===== src/rtl/t2u8_pkg.sv =====
// shared types, constants and byte encoding function for the utf-8 transcoder
package t2u8_pkg;

  localparam logic [15:0] SUR_HIGH_MIN = 16'hD800;
  localparam logic [15:0] SUR_HIGH_MAX = 16'hDBFF;
  localparam logic [15:0] SUR_LOW_MIN  = 16'hDC00;
  localparam logic [15:0] SUR_LOW_MAX  = 16'hDFFF;
  localparam logic [20:0] SUPP_BASE    = 21'h10000;
  localparam logic [5:0]  SUR_HIGH_TAG = 6'b110110;

  // configuration register indexes
  localparam logic CFG_SOURCE_FORMAT   = 1'b0;
  localparam logic CFG_SKIP_FIRST_UNIT = 1'b1;

  // source format codes
  localparam logic FMT_LATIN1 = 1'b0;
  localparam logic FMT_UTF16  = 1'b1;

  localparam int MAX_BYTES = 6;

  // up to four bytes of one code point
  typedef struct packed {
    logic [3:0][7:0] b;
    logic [2:0]      len;
  } cp_bytes_t;

  // all bytes caused by one transaction
  typedef struct packed {
    logic [MAX_BYTES-1:0][7:0] bytes;
    logic [2:0]                count;
    logic                      str_end;
    logic                      err;
  } result_t;

  // transcoder state
  typedef struct packed {
    logic       pending;
    logic [9:0] held;
    logic       at_start;
  } state_t;

  function automatic cp_bytes_t encode_cp(input logic [20:0] cp);
    cp_bytes_t r;
    r = '0;
    if (cp < 21'h80) begin
      r.len  = 3'd1;
      r.b[0] = cp[7:0];
    end else if (cp < 21'h800) begin
      r.len  = 3'd2;
      r.b[0] = {3'b110, cp[10:6]};
      r.b[1] = {2'b10, cp[5:0]};
    end else if (cp < SUPP_BASE) begin
      r.len  = 3'd3;
      r.b[0] = {4'b1110, cp[15:12]};
      r.b[1] = {2'b10, cp[11:6]};
      r.b[2] = {2'b10, cp[5:0]};
    end else begin
      r.len  = 3'd4;
      r.b[0] = {5'b11110, cp[20:18]};
      r.b[1] = {2'b10, cp[17:12]};
      r.b[2] = {2'b10, cp[11:6]};
      r.b[3] = {2'b10, cp[5:0]};
    end
    return r;
  endfunction

endpackage


===== src/rtl/text_to_utf8_transcoder_top.sv =====
// top level of the utf-16 / latin-1 to utf-8 transcoder
// path: an accepted unit waits in the input register, then its bytes load the result register
// throughput: one input transaction per cycle when it yields no byte, or one byte the receiver
//   does not stall; more bytes (up to six) hold the input until the byte-wide port drains them
// reset: synchronous active-low rst_n clears all control state, source_format
//   returns to utf-16, skip_first_unit to 0, and the next unit starts a string
module text_to_utf8_transcoder_top (
  input  logic        clk,
  input  logic        rst_n,
  // input channel
  input  logic        in_valid,
  output logic        in_stall,
  input  logic [15:0] in_code_unit,
  input  logic        in_last_unit,
  // result channel
  output logic        out_valid,
  input  logic        out_stall,
  output logic [7:0]  out_byte,
  output logic        out_run_last,
  output logic        out_string_end,
  output logic        out_error_flag,
  // configuration write channel
  input  logic        cfg_valid,
  output logic        cfg_ready,
  input  logic        cfg_index,
  input  logic        cfg_data
);

  // configuration registers
  logic source_format_r;
  logic skip_first_r;

  // input register stage
  logic        in_v_r, in_v_nxt;
  logic [15:0] unit_r;
  logic        last_r;
  logic        in_take;
  logic        move;

  // transcoder state, updated when a transaction leaves the input register
  t2u8_pkg::state_t  state_r;
  t2u8_pkg::state_t  state_nxt;
  t2u8_pkg::result_t result;
  logic              can_load;
  logic              load;

  assign cfg_ready = 1'b1;

  always_ff @(posedge clk) begin
    if (!rst_n) begin
      source_format_r <= t2u8_pkg::FMT_UTF16;
      skip_first_r    <= 1'b0;
    end else if (cfg_valid && cfg_ready) begin
      case (cfg_index)
        t2u8_pkg::CFG_SOURCE_FORMAT:   source_format_r <= cfg_data;
        t2u8_pkg::CFG_SKIP_FIRST_UNIT: skip_first_r    <= cfg_data;
        default: ;
      endcase
    end
  end

  // a held transaction leaves when the serializer frees up, or at once if it
  // makes no bytes (dropped bom or held high surrogate)
  assign move     = in_v_r && (can_load || result.count == 3'd0);
  assign load     = move && result.count != 3'd0;
  assign in_stall = in_v_r && !move;
  assign in_take  = in_valid && !in_stall;

  always_comb begin
    in_v_nxt = in_v_r;
    if (in_take) begin
      in_v_nxt = 1'b1;
    end else if (move) begin
      in_v_nxt = 1'b0;
    end
  end

  always_ff @(posedge clk) begin
    if (in_take) begin
      unit_r <= in_code_unit;
      last_r <= in_last_unit;
    end
    if (!rst_n) begin
      in_v_r  <= 1'b0;
      state_r <= '{pending: 1'b0, held: 10'd0, at_start: 1'b1};
    end else begin
      in_v_r <= in_v_nxt;
      if (move) begin
        state_r <= state_nxt;
      end
    end
  end

  t2u8_encode u_encode (
    .source_format   (source_format_r),
    .skip_first_unit (skip_first_r),
    .code_unit       (unit_r),
    .last_unit       (last_r),
    .state           (state_r),
    .result          (result),
    .state_nxt       (state_nxt)
  );

  t2u8_serializer u_serializer (
    .clk            (clk),
    .rst_n          (rst_n),
    .load           (load),
    .result         (result),
    .can_load       (can_load),
    .out_valid      (out_valid),
    .out_stall      (out_stall),
    .out_byte       (out_byte),
    .out_run_last   (out_run_last),
    .out_string_end (out_string_end),
    .out_error_flag (out_error_flag)
  );

endmodule


===== src/rtl/t2u8_encode.sv =====
// combinational encoder: one code unit plus state into up to six utf-8 bytes
module t2u8_encode (
  input  logic                 source_format,
  input  logic                 skip_first_unit,
  input  logic [15:0]          code_unit,
  input  logic                 last_unit,
  input  t2u8_pkg::state_t     state,
  output t2u8_pkg::result_t    result,
  output t2u8_pkg::state_t     state_nxt
);

  t2u8_pkg::cp_bytes_t a;
  t2u8_pkg::cp_bytes_t b;
  logic                is_high;
  logic                is_low;
  logic                done;
  logic                err;
  logic [2:0]          pos;
  logic [2:0]          j;

  always_comb begin
    a         = '0;
    b         = '0;
    done      = 1'b0;
    err       = 1'b0;
    is_high   = code_unit inside {[t2u8_pkg::SUR_HIGH_MIN:t2u8_pkg::SUR_HIGH_MAX]};
    is_low    = code_unit inside {[t2u8_pkg::SUR_LOW_MIN:t2u8_pkg::SUR_LOW_MAX]};
    state_nxt = state;
    state_nxt.at_start = last_unit;

    if (source_format == t2u8_pkg::FMT_LATIN1) begin
      state_nxt.pending = 1'b0;
      b = t2u8_pkg::encode_cp({13'd0, code_unit[7:0]});
    end else if (state.at_start && skip_first_unit) begin
      // first unit of the string dropped as a byte order mark
      state_nxt.pending = 1'b0;
    end else begin
      if (state.pending) begin
        state_nxt.pending = 1'b0;
        if (is_low) begin
          a = t2u8_pkg::encode_cp(t2u8_pkg::SUPP_BASE +
                                  {1'b0, state.held, code_unit[9:0]});
          done = 1'b1;
        end else begin
          a = t2u8_pkg::encode_cp({5'd0, t2u8_pkg::SUR_HIGH_TAG, state.held});
        end
      end
      if (!done) begin
        if (is_high) begin
          if (last_unit) begin
            b.len = 3'd1;
            err   = 1'b1;
          end else begin
            state_nxt.pending = 1'b1;
            state_nxt.held    = code_unit[9:0];
          end
        end else begin
          b = t2u8_pkg::encode_cp({5'd0, code_unit});
        end
      end
    end

    // released surrogate bytes first, then this unit's bytes
    for (int i = 0; i < t2u8_pkg::MAX_BYTES; i++) begin
      pos = 3'(i);
      j   = pos - a.len;
      if (pos < a.len) begin
        result.bytes[i] = a.b[pos[1:0]];
      end else begin
        result.bytes[i] = b.b[j[1:0]];
      end
    end
    result.count   = a.len + b.len;
    result.str_end = last_unit;
    result.err     = err;
  end

endmodule


===== src/rtl/t2u8_serializer.sv =====
// result register that shifts out one byte per transaction
module t2u8_serializer (
  input  logic               clk,
  input  logic               rst_n,
  input  logic               load,
  input  t2u8_pkg::result_t  result,
  output logic               can_load,
  output logic               out_valid,
  input  logic               out_stall,
  output logic [7:0]         out_byte,
  output logic               out_run_last,
  output logic               out_string_end,
  output logic               out_error_flag
);

  logic [t2u8_pkg::MAX_BYTES-1:0][7:0] bytes_r, bytes_nxt;
  logic [2:0]                          rem_r, rem_nxt;
  logic                                end_r, end_nxt;
  logic                                err_r, err_nxt;
  logic                                take;

  assign take      = out_valid && !out_stall;
  assign can_load  = (rem_r == 3'd0) || (rem_r == 3'd1 && take);
  assign out_valid = rem_r != 3'd0;
  assign out_byte  = bytes_r[0];
  assign out_run_last   = rem_r == 3'd1;
  assign out_string_end = end_r && rem_r == 3'd1;
  assign out_error_flag = err_r && rem_r == 3'd1;

  always_comb begin
    bytes_nxt = bytes_r;
    rem_nxt   = rem_r;
    end_nxt   = end_r;
    err_nxt   = err_r;
    if (load) begin
      bytes_nxt = result.bytes;
      rem_nxt   = result.count;
      end_nxt   = result.str_end;
      err_nxt   = result.err;
    end else if (take) begin
      bytes_nxt = {8'd0, bytes_r[t2u8_pkg::MAX_BYTES-1:1]};
      rem_nxt   = rem_r - 3'd1;
    end
  end

  always_ff @(posedge clk) begin
    bytes_r <= bytes_nxt;
    end_r   <= end_nxt;
    err_r   <= err_nxt;
    if (!rst_n) begin
      rem_r <= 3'd0;
    end else begin
      rem_r <= rem_nxt;
    end
  end

endmodule


===== config.mk =====
export PLATFORM = sky130hd
export DESIGN_NAME = text_to_utf8_transcoder_top
export DESIGN_NICKNAME = d
export VERILOG_FILES = /design/src/rtl/t2u8_pkg.sv /design/src/rtl/text_to_utf8_transcoder_top.sv /design/src/rtl/t2u8_encode.sv /design/src/rtl/t2u8_serializer.sv
export SDC_FILE = /design/constraint.sdc
export NUM_CORES = 1
export LEC_CHECK = 0
export ABC_AREA = 0
export BUFFER_PORTS_ARGS = -buffer_cell sky130_fd_sc_hd__buf_2
export CAP_MARGIN = 0
export CELL_PAD_IN_SITES_DETAIL_PLACEMENT = 0
export CELL_PAD_IN_SITES_GLOBAL_PLACEMENT = 1
export CORE_MARGIN = 2
export CORE_UTILIZATION = 44
export CTS_BUF_LIST = sky130_fd_sc_hd__clkbuf_4 sky130_fd_sc_hd__clkbuf_8
export DETAILED_ROUTE_END_ITERATION = 10
export MAX_ROUTING_LAYER = met4
export PLACE_DENSITY_LB_ADDON = 0.1
export SETUP_SLACK_MARGIN = 0.05
export SYNTH_ARGS = -nofsm -noshare
export SYNTH_HDL_FRONTEND = slang
export SYNTH_SLANG_ARGS = --single-unit
export TNS_END_PERCENT = 5

===== constraint.sdc =====
create_clock -name clk -period 5 [get_ports clk]
set_input_delay 0.5 -clock clk [delete_from_list [all_inputs] [get_ports clk]]
set_output_delay 0.5 -clock clk [all_outputs]
set_load 0.05 [all_outputs]

==> results.md, run 1 <==
- Status: finished, final reports clean
- Timing endpoint of the critical path: in_stall
- Register bit total from synthesis: 85
- Setup violations, final: 0
- Syn avg cell area: 9.32 um2
- Number of cells on the worst reg-to-reg path: 11
- Clock tree from TritonCTS: yes
- Unique cell type count in the Yosys netlist: 72
- Critical R2R Launch: state_r[2]
- Depth of the CTS H-tree: 3
- Worst-path clk slew: 90 ps
- Biggest cell delay along the critical path: 580 ps
- Post-route minimum period: 4690 ps
- Type of the most critical hold path: input port to register
- Floorplan die height: 110 um
- Overflow after GRT: 0
- Yosys warns: 0
- Pin count of the biggest net entering global routing: 49
- Worst EP required: 4500 ps
- Total number of clock tree sinks: 85
- Number of vias in the routed layout: 4145
- Total half-perimeter wirelength after legalization and detailed placement: 9.48 mm
- Initial Util: 45.4%
- Number of nets in the synthesized netlist: 562
- Final Hold Violating Endpoints: 0
- Detail-routed net length per standard cell: 19.6 um
- Type of the worst setup path: register to output pin
- Element type at the critical path start: register
- Clock latency reported for the late side of the worst-skew pair: 390 ps
- Worst r2r dst: u_serializer.out_byte[2]
- Post-synth top flop: sky130_fd_sc_hd__edfxtp_1
- Core box area: 10900 um2
- Endpoint arrival time on the critical path: 4190 ps
- Post-placement cell count: 674
- Max-Slew Margin vs Limit: 18.5%
- Die area: 12100 um2
- I/O pins: 38
- Total CTS buffers: 9
- Width of the chip: 110 um
- Maximum Capacitance Violations: 0
- Antenna violations before repair: 0
- Clk buf depth: 2
- Clock root cell: sky130_fd_sc_hd__clkbuf_8
- Critical Path Source: state_r[2]
- Post-detailed-route via-to-cell ratio: 6.01
- FP Rows: 38
- Post-Route Skew: 12.2 ps
- Antenna violation net count after detailed routing: 0
- Total global-route track usage: 24.0%
- DR iter-0 viols: 315
- Final Non-Filler Cells: 690
- Total negative slack: 0 ps
- Peak Freq: 213 MHz
- Final Cycle Share: 93.7%
- Global placement routability congestion: 0.908
- Quantity of hold-fixing buffers added after cts: 0
- Postcts setup bufs: 0
- Pwr per Cell Area: 505 nW/um2
- IR drop worst, VDD: 0.243 mV
- Vias in the first global route: 3761
- Number of nets in the layout: 575
- Setup slack of the most critical reg-to-reg path: 530 ps
- Total length of routed wires: 13.5 mm
- Number of resized instances in the post-cts repair step: 0
- Fin. max-slew vios: 0
- Post-synthesis instance total: 532
- Post-synth EDFFs: 67
- Register area share after synthesis: 47.8%
- Biggest fanout along the worst timing path: 23
- Diode insertion count for antenna repair: 0
- Crit end category: output pin
- Iteration count of the initial detailed-routing pass: 6
- Share of synthesized flip-flops with an asynchronous set or reset: 0%
- Ordered cell list for the critical path: or4_4 -> or3_1 -> a22oi_4 -> inv_2 -> ha_1 -> fa_1 -> nor2_1 -> nand2_1 -> o41ai_1 -> nor3_2 -> buf_2
- Wire length of the first global-routing pass: 20.8 mm
- Worst-margin pin slew: 1210 ps
- Overall Power: 2.71 mW
- Port-buffer cells: 36
- Cell area after synthesis: 4960 um2
- Area growth, synth to finish: 8.22%
- Highest-delay cell along the critical path: sky130_fd_sc_hd__or4_4
- Ratio of cells with drive above 1 in the final layout: 15.1%
- Leakage power of the design: 1.98 nW
- DR DRC count: 0
- Setup repair after global routing missed its margin: no
## final cells by class
cell class              instances  area, um2
clock inverters                 7       56.3
multi-input cells             389       2300
repair buffers                 50        298
inverters                      10       40.0
well taps                     140        175
fillers                      1081       5570
flip-flops and latches         85       2370
clock buffers                   9        124
## worst min path at each step
stage,startpoint,endpoint,slack [ps],depth (start not counted)
2_1_floorplan,last_r,u_serializer.end_r,430,0
3_3_place_gp,last_r,u_serializer.end_r,450,0
3_5_place_dp,last_r,u_serializer.end_r,450,0
4_1_cts,in_code_unit[3],unit_r[3],270,1
5_1_grt,in_code_unit[4],unit_r[4],260,1
6_report,in_code_unit[10],unit_r[10],290,1
## flip-flops by register name, summed over array words and instances (netlist names)
signal                 cells
in_v_r                     1
last_r                     1
skip_first_r               1
source_format_r            1
state_r                   12
u_serializer.bytes_r      40
u_serializer.end_r         1
u_serializer.err_r         1
u_serializer.out_byte      8
u_serializer.rem_r         3
unit_r                    16
## stage by stage
step	cell area [um2]	hold WS (ps)	util (%)	setup slack, ps
after global routing	5370	260	49.1	66.6
final	5370	287	49.1	315
after global placement	5190	454	47.4	659
after floorplan	4960	426	-	264
after CTS	5370	272	49.1	343
after detailed placement	5190	453	47.4	566
## cells by family (layout without fill, tap and decap cells)
logic type / after synthesis / after routing / synth area share (%)
other cells: 2 / 2 / 0.151
simple gates: 204 / 204 / 19.6
buf+inv: 58 / 76 / 5.90
fa+ha+maj: 6 / 6 / 1.67
compound gates: 172 / 172 / 23.9
flops: 85 / 85 / 47.8
xor+xnor: 2 / 2 / 0.353
mux: 3 / 3 / 0.631
## critical path, delay by kind of cell, from the launching register on
family	cells	cell delay, ps
simple gates	5	1310
compound gates	2	1070
fa+ha+maj	2	720
flops	1	380
buf+inv	2	320
## cells in the final DEF (no fill, tap or decap), types with 4 or more instances in the layout
cell type | netlist | layout
sky130_fd_sc_hd__o31ai_1 | 4 | 4
sky130_fd_sc_hd__a21oi_1 | 41 | 41
sky130_fd_sc_hd__a211oi_1 | 4 | 4
sky130_fd_sc_hd__nand2b_1 | 7 | 6
sky130_fd_sc_hd__o22ai_1 | 7 | 7
sky130_fd_sc_hd__buf_4 | 11 | 13
sky130_fd_sc_hd__edfxtp_1 | 67 | 67
sky130_fd_sc_hd__o211ai_1 | 12 | 12
sky130_fd_sc_hd__o21ai_0 | 27 | 27
sky130_fd_sc_hd__a22oi_1 | 4 | 4
sky130_fd_sc_hd__a31oi_1 | 11 | 11
sky130_fd_sc_hd__nor2b_1 | 7 | 7
sky130_fd_sc_hd__clkbuf_8 | 0 | 9
sky130_fd_sc_hd__nor3_1 | 7 | 6
sky130_fd_sc_hd__or4_1 | 4 | 4
sky130_fd_sc_hd__dfxtp_1 | 18 | 18
sky130_fd_sc_hd__nor2_1 | 41 | 41
sky130_fd_sc_hd__o21ai_1 | 6 | 6
sky130_fd_sc_hd__nand3_1 | 29 | 29
sky130_fd_sc_hd__a32oi_1 | 5 | 5
sky130_fd_sc_hd__a22o_1 | 4 | 4
sky130_fd_sc_hd__o21a_1 | 10 | 10
sky130_fd_sc_hd__nor4_1 | 7 | 7
sky130_fd_sc_hd__ha_1 | 5 | 5
sky130_fd_sc_hd__inv_1 | 8 | 8
sky130_fd_sc_hd__and2_1 | 10 | 10
sky130_fd_sc_hd__buf_2 | 7 | 36
sky130_fd_sc_hd__nand2_1 | 76 | 76
## where the power goes
group | internal [mW] | switching [mW]
logic | 0.313 | 0.676
registers | 1.14 | 0.112
clock network | 0.186 | 0.278
total | 1.64 | 1.07
## per-layer routing
metal	vias to the layer above	routed length, um	track usage (%)
met1	1977	6190	31.6
li1	2000	-	-
met5	-	0	-
met4	0	289	7.50
met2	147	6300	36.9
met3	21	727	5.35
## synthesized netlist by cell type (10+ instances only)
| master | number | share of area [%] |
|---|---|---|
| sky130_fd_sc_hd__a21oi_1 | 41 | 4.1 |
| sky130_fd_sc_hd__nor2_1 | 41 | 3.1 |
| sky130_fd_sc_hd__clkbuf_1 | 25 | 1.9 |
| sky130_fd_sc_hd__buf_4 | 11 | 1.7 |
| sky130_fd_sc_hd__nand3_1 | 29 | 2.9 |
| sky130_fd_sc_hd__a31oi_1 | 11 | 1.4 |
| sky130_fd_sc_hd__nand2_1 | 76 | 5.8 |
| sky130_fd_sc_hd__o21ai_0 | 27 | 2.7 |
| sky130_fd_sc_hd__dfxtp_1 | 18 | 7.3 |
| sky130_fd_sc_hd__and2_1 | 10 | 1.3 |
| sky130_fd_sc_hd__o211ai_1 | 12 | 1.8 |
| sky130_fd_sc_hd__edfxtp_1 | 67 | 41 |
| sky130_fd_sc_hd__o21a_1 | 10 | 1.5 |
(Power assumes the default switching activity.)
==> inputs of run 2 (changes only) <==
- CORE_UTILIZATION: 44 -> 45
- CTS_CLUSTER_SIZE: unset -> 8
- SYNTH_HIERARCHICAL: unset -> 1
==> results.md, run 2 <==
- Worst-margin pin slew: 1180 ps
- DR iter-0 viols: 309
- Core box area: 11600 um2
- Peak Freq: 230 MHz
- Post-synth top flop: sky130_fd_sc_hd__edfxtp_1
- Top delay family on crit path: simple AND/OR/NAND/NOR gates
- Type of the worst setup path: register to register
- Number of vias in the routed layout: 4075
- Top layer in use: met4
- Endpoint arrival time on the critical path: 4450 ps
- Overflow after GRT: 0
- Clock latency reported for the late side of the worst-skew pair: 390 ps
- Total number of clock tree sinks: 85
- Global placement routability congestion: 0.884
- Cell area after synthesis: 5390 um2
- Depth of the CTS H-tree: 3
- Total met3 wirelength after detailed routing: 958 um
- Worst-path clk slew: 90 ps
- Type of the most critical hold path: input port to register
- Total length of routed wires: 14.7 mm
- Largest registers ranked by flip-flop count: u_serializer/bytes_r x40, unit_r x16, state_r x12
- Largest reg by FF count: u_serializer/bytes_r
- Hold path depth: 1
- Syn avg cell area: 10.1 um2
- Most frequent cells after synthesis: sky130_fd_sc_hd__nand2_1 (74), sky130_fd_sc_hd__edfxtp_1 (67), sky130_fd_sc_hd__mux2_2 (51), sky130_fd_sc_hd__a21oi_1 (40), sky130_fd_sc_hd__nor2_1 (25)
- Clk buf depth: 2
- Pwr per Cell Area: 464 nW/um2
- Biggest cell delay along the critical path: 600 ps
- Register bit total from synthesis: 85
- Floorplan die height: 113 um
- Status: finished, final reports clean
- Logic depth of the worst setup path including buffers: 14
- Met2 wire length: 6.85 mm
- Share of Yosys cell area claimed by the top area cell type: 37.3%
- Unique cell type count in the Yosys netlist: 77
- Quantity of hold-fixing buffers added after cts: 0
- Postcts setup bufs: 0
- Diode insertion count for antenna repair: 0
- Total negative slack: 0 ps
- Port-buffer cells: 36
- Total half-perimeter wirelength after legalization and detailed placement: 10.2 mm
- Fin. max-slew vios: 0
- Leakage power of the design: 2.15 nW
- Pin count of the biggest net entering global routing: 53
- IR drop worst, VDD: 0.218 mV
- Maximum Capacitance Violations: 0
- Post-synth EDFFs: 67
- Ordered cell list for the critical path: ha_1 -> nor2_1 -> o211a_1 -> a21oi_1 -> nor2_1 -> inv_1 -> fa_1 -> xnor2_1 -> nor3_2 -> o21a_4 -> and2b_2 -> inv_1 -> o21ai_4 -> buf_12
- Top post-synthesis cells by area: sky130_fd_sc_hd__edfxtp_1 (37%), sky130_fd_sc_hd__mux2_2 (11%), sky130_fd_sc_hd__dfxtp_1 (6.7%)
- Highest-delay cell along the critical path: sky130_fd_sc_hd__dfxtp_1
- Clock root cell: sky130_fd_sc_hd__clkbuf_8
- Antenna violation net count after detailed routing: 0
- Post-synthesis instance total: 532
- Register area share after synthesis: 44.0%
- Cell accounting for the most synthesized area: sky130_fd_sc_hd__edfxtp_1
- Area growth, synth to finish: 6.75%
- Metal-1 WL: 6.52 mm
- Total CTS buffers: 9
- Number of cells on the worst reg-to-reg path: 14
- Worst EP required: 5090 ps
- Number of nets in the layout: 572
- Overall Power: 2.67 mW
- Clock tree from TritonCTS: yes
- Width of the chip: 113 um
- I/O pins: 38
- Cell with the most instances after synthesis: sky130_fd_sc_hd__nand2_1
- Max-Slew Margin vs Limit: 20.5%
- FP Rows: 39
- Initial Util: 46.6%
- Antenna violations before repair: 0
- Count of buffering cells on the critical path with inverters included: 3
- Iteration count of the initial detailed-routing pass: 6
- Detail-routed net length per standard cell: 21.3 um
- Share of synthesized flip-flops with an asynchronous set or reset: 0%
- Number of resized instances in the post-cts repair step: 0
- Die area: 12900 um2
- Biggest fanout along the worst timing path: 28
- Number of flip-flops in the largest register: 40
- Wire length of the first global-routing pass: 23.4 mm
- Crit end category: register
- Final Hold Violating Endpoints: 0
- Ratio of cells with drive above 1 in the final layout: 27.6%
- Vias in the first global route: 4115
- Most frequent cells in the layout: sky130_fd_sc_hd__nand2_1 (74), sky130_fd_sc_hd__edfxtp_1 (67), sky130_fd_sc_hd__mux2_2 (51)
- Final Cycle Share: 87.1%
- Setup repair after global routing missed its margin: no
- Post-detailed-route via-to-cell ratio: 5.91
- Total global-route track usage: 25.1%
- Post-Route Skew: 18.8 ps
- Yosys warns: 6
- Setup violations, final: 0
- Element type at the critical path start: register
- Leading cell type in the layout, fill and taps excluded: sky130_fd_sc_hd__nand2_1
- DR DRC count: 0
- Post-route minimum period: 4350 ps
## run 2: cell types whose count changed after synthesis, moves of 7 or more
cell,before,now
sky130_fd_sc_hd__mux2i_1,2,14
sky130_fd_sc_hd__a31oi_1,11,2
sky130_fd_sc_hd__nand3_1,29,15
sky130_fd_sc_hd__nor2_1,41,25
sky130_fd_sc_hd__o21a_1,10,2
sky130_fd_sc_hd__clkbuf_1,25,18
sky130_fd_sc_hd__a22o_1,4,11
sky130_fd_sc_hd__mux2_2,1,51
## run 2: metrics by stage
| stage | area (um2) | setup slack, ps | hold slack [ps] | std cells | utilization (%) |
|---|---|---|---|---|---|
| global route | 5750 | 400 | 285 | 690 | 49.8 |
| detailed placement | 5580 | 653 | 518 | 674 | 48.3 |
| CTS | 5750 | 646 | 276 | 690 | 49.8 |
| finish | 5750 | 645 | 294 | 690 | 49.8 |
| global placement | 5580 | 725 | 519 | 674 | 48.3 |
| floorplan | 5400 | 230 | 434 | 534 | - |
## run 2: cell families after synthesis
kind of cell,after synthesis,synth area share [%]
xor gates and xnor gates,2,0.325
other,2,0.139
AOI/OAI and AO/OA,128,16.4
adders and majority gates,6,1.53
muxes,68,14.0
and+or+nand+nor,173,16.5
DFF,85,44.0
buffers and inverters,68,7.08
## run 2: path summary, 6_finish.rpt
check	start	endpoint	slack, ps
setup / recovery	state_r[7]	u_serializer/bytes_r[41]	650
hold / removal	in_code_unit[7]	unit_r[7]	290
setup reg to reg	state_r[7]	u_serializer/bytes_r[41]	650
hold reg to reg	skip_first_r	skip_first_r	530
## run 2: final cells by class
class | count | area (um2)
multi-input cells | 381 | 2660
clock buffers | 10 | 131
well taps | 143 | 179
fillers | 1090 | 5810
inverters | 14 | 52.6
clock inverters | 6 | 40.0
flip-flops and latches | 85 | 2370
repair buffers | 51 | 318
## run 2: per-layer routing
metal	vias up	GRT usage [%]
li1	1937	-
met1	1956	32.8
met2	155	38.9
met3	27	4.09
met4	0	10.4
met5	-	-
## run 2: where the power goes
| part | leakage, nW | internal [mW] | total [mW] | switching [mW] |
|---|---|---|---|---|
| sequential | 0.794 | 1.13 | 1.23 | 0.108 |
| combinational | 1.26 | 0.380 | 0.987 | 0.607 |
| clock | 0.0911 | 0.185 | 0.450 | 0.265 |
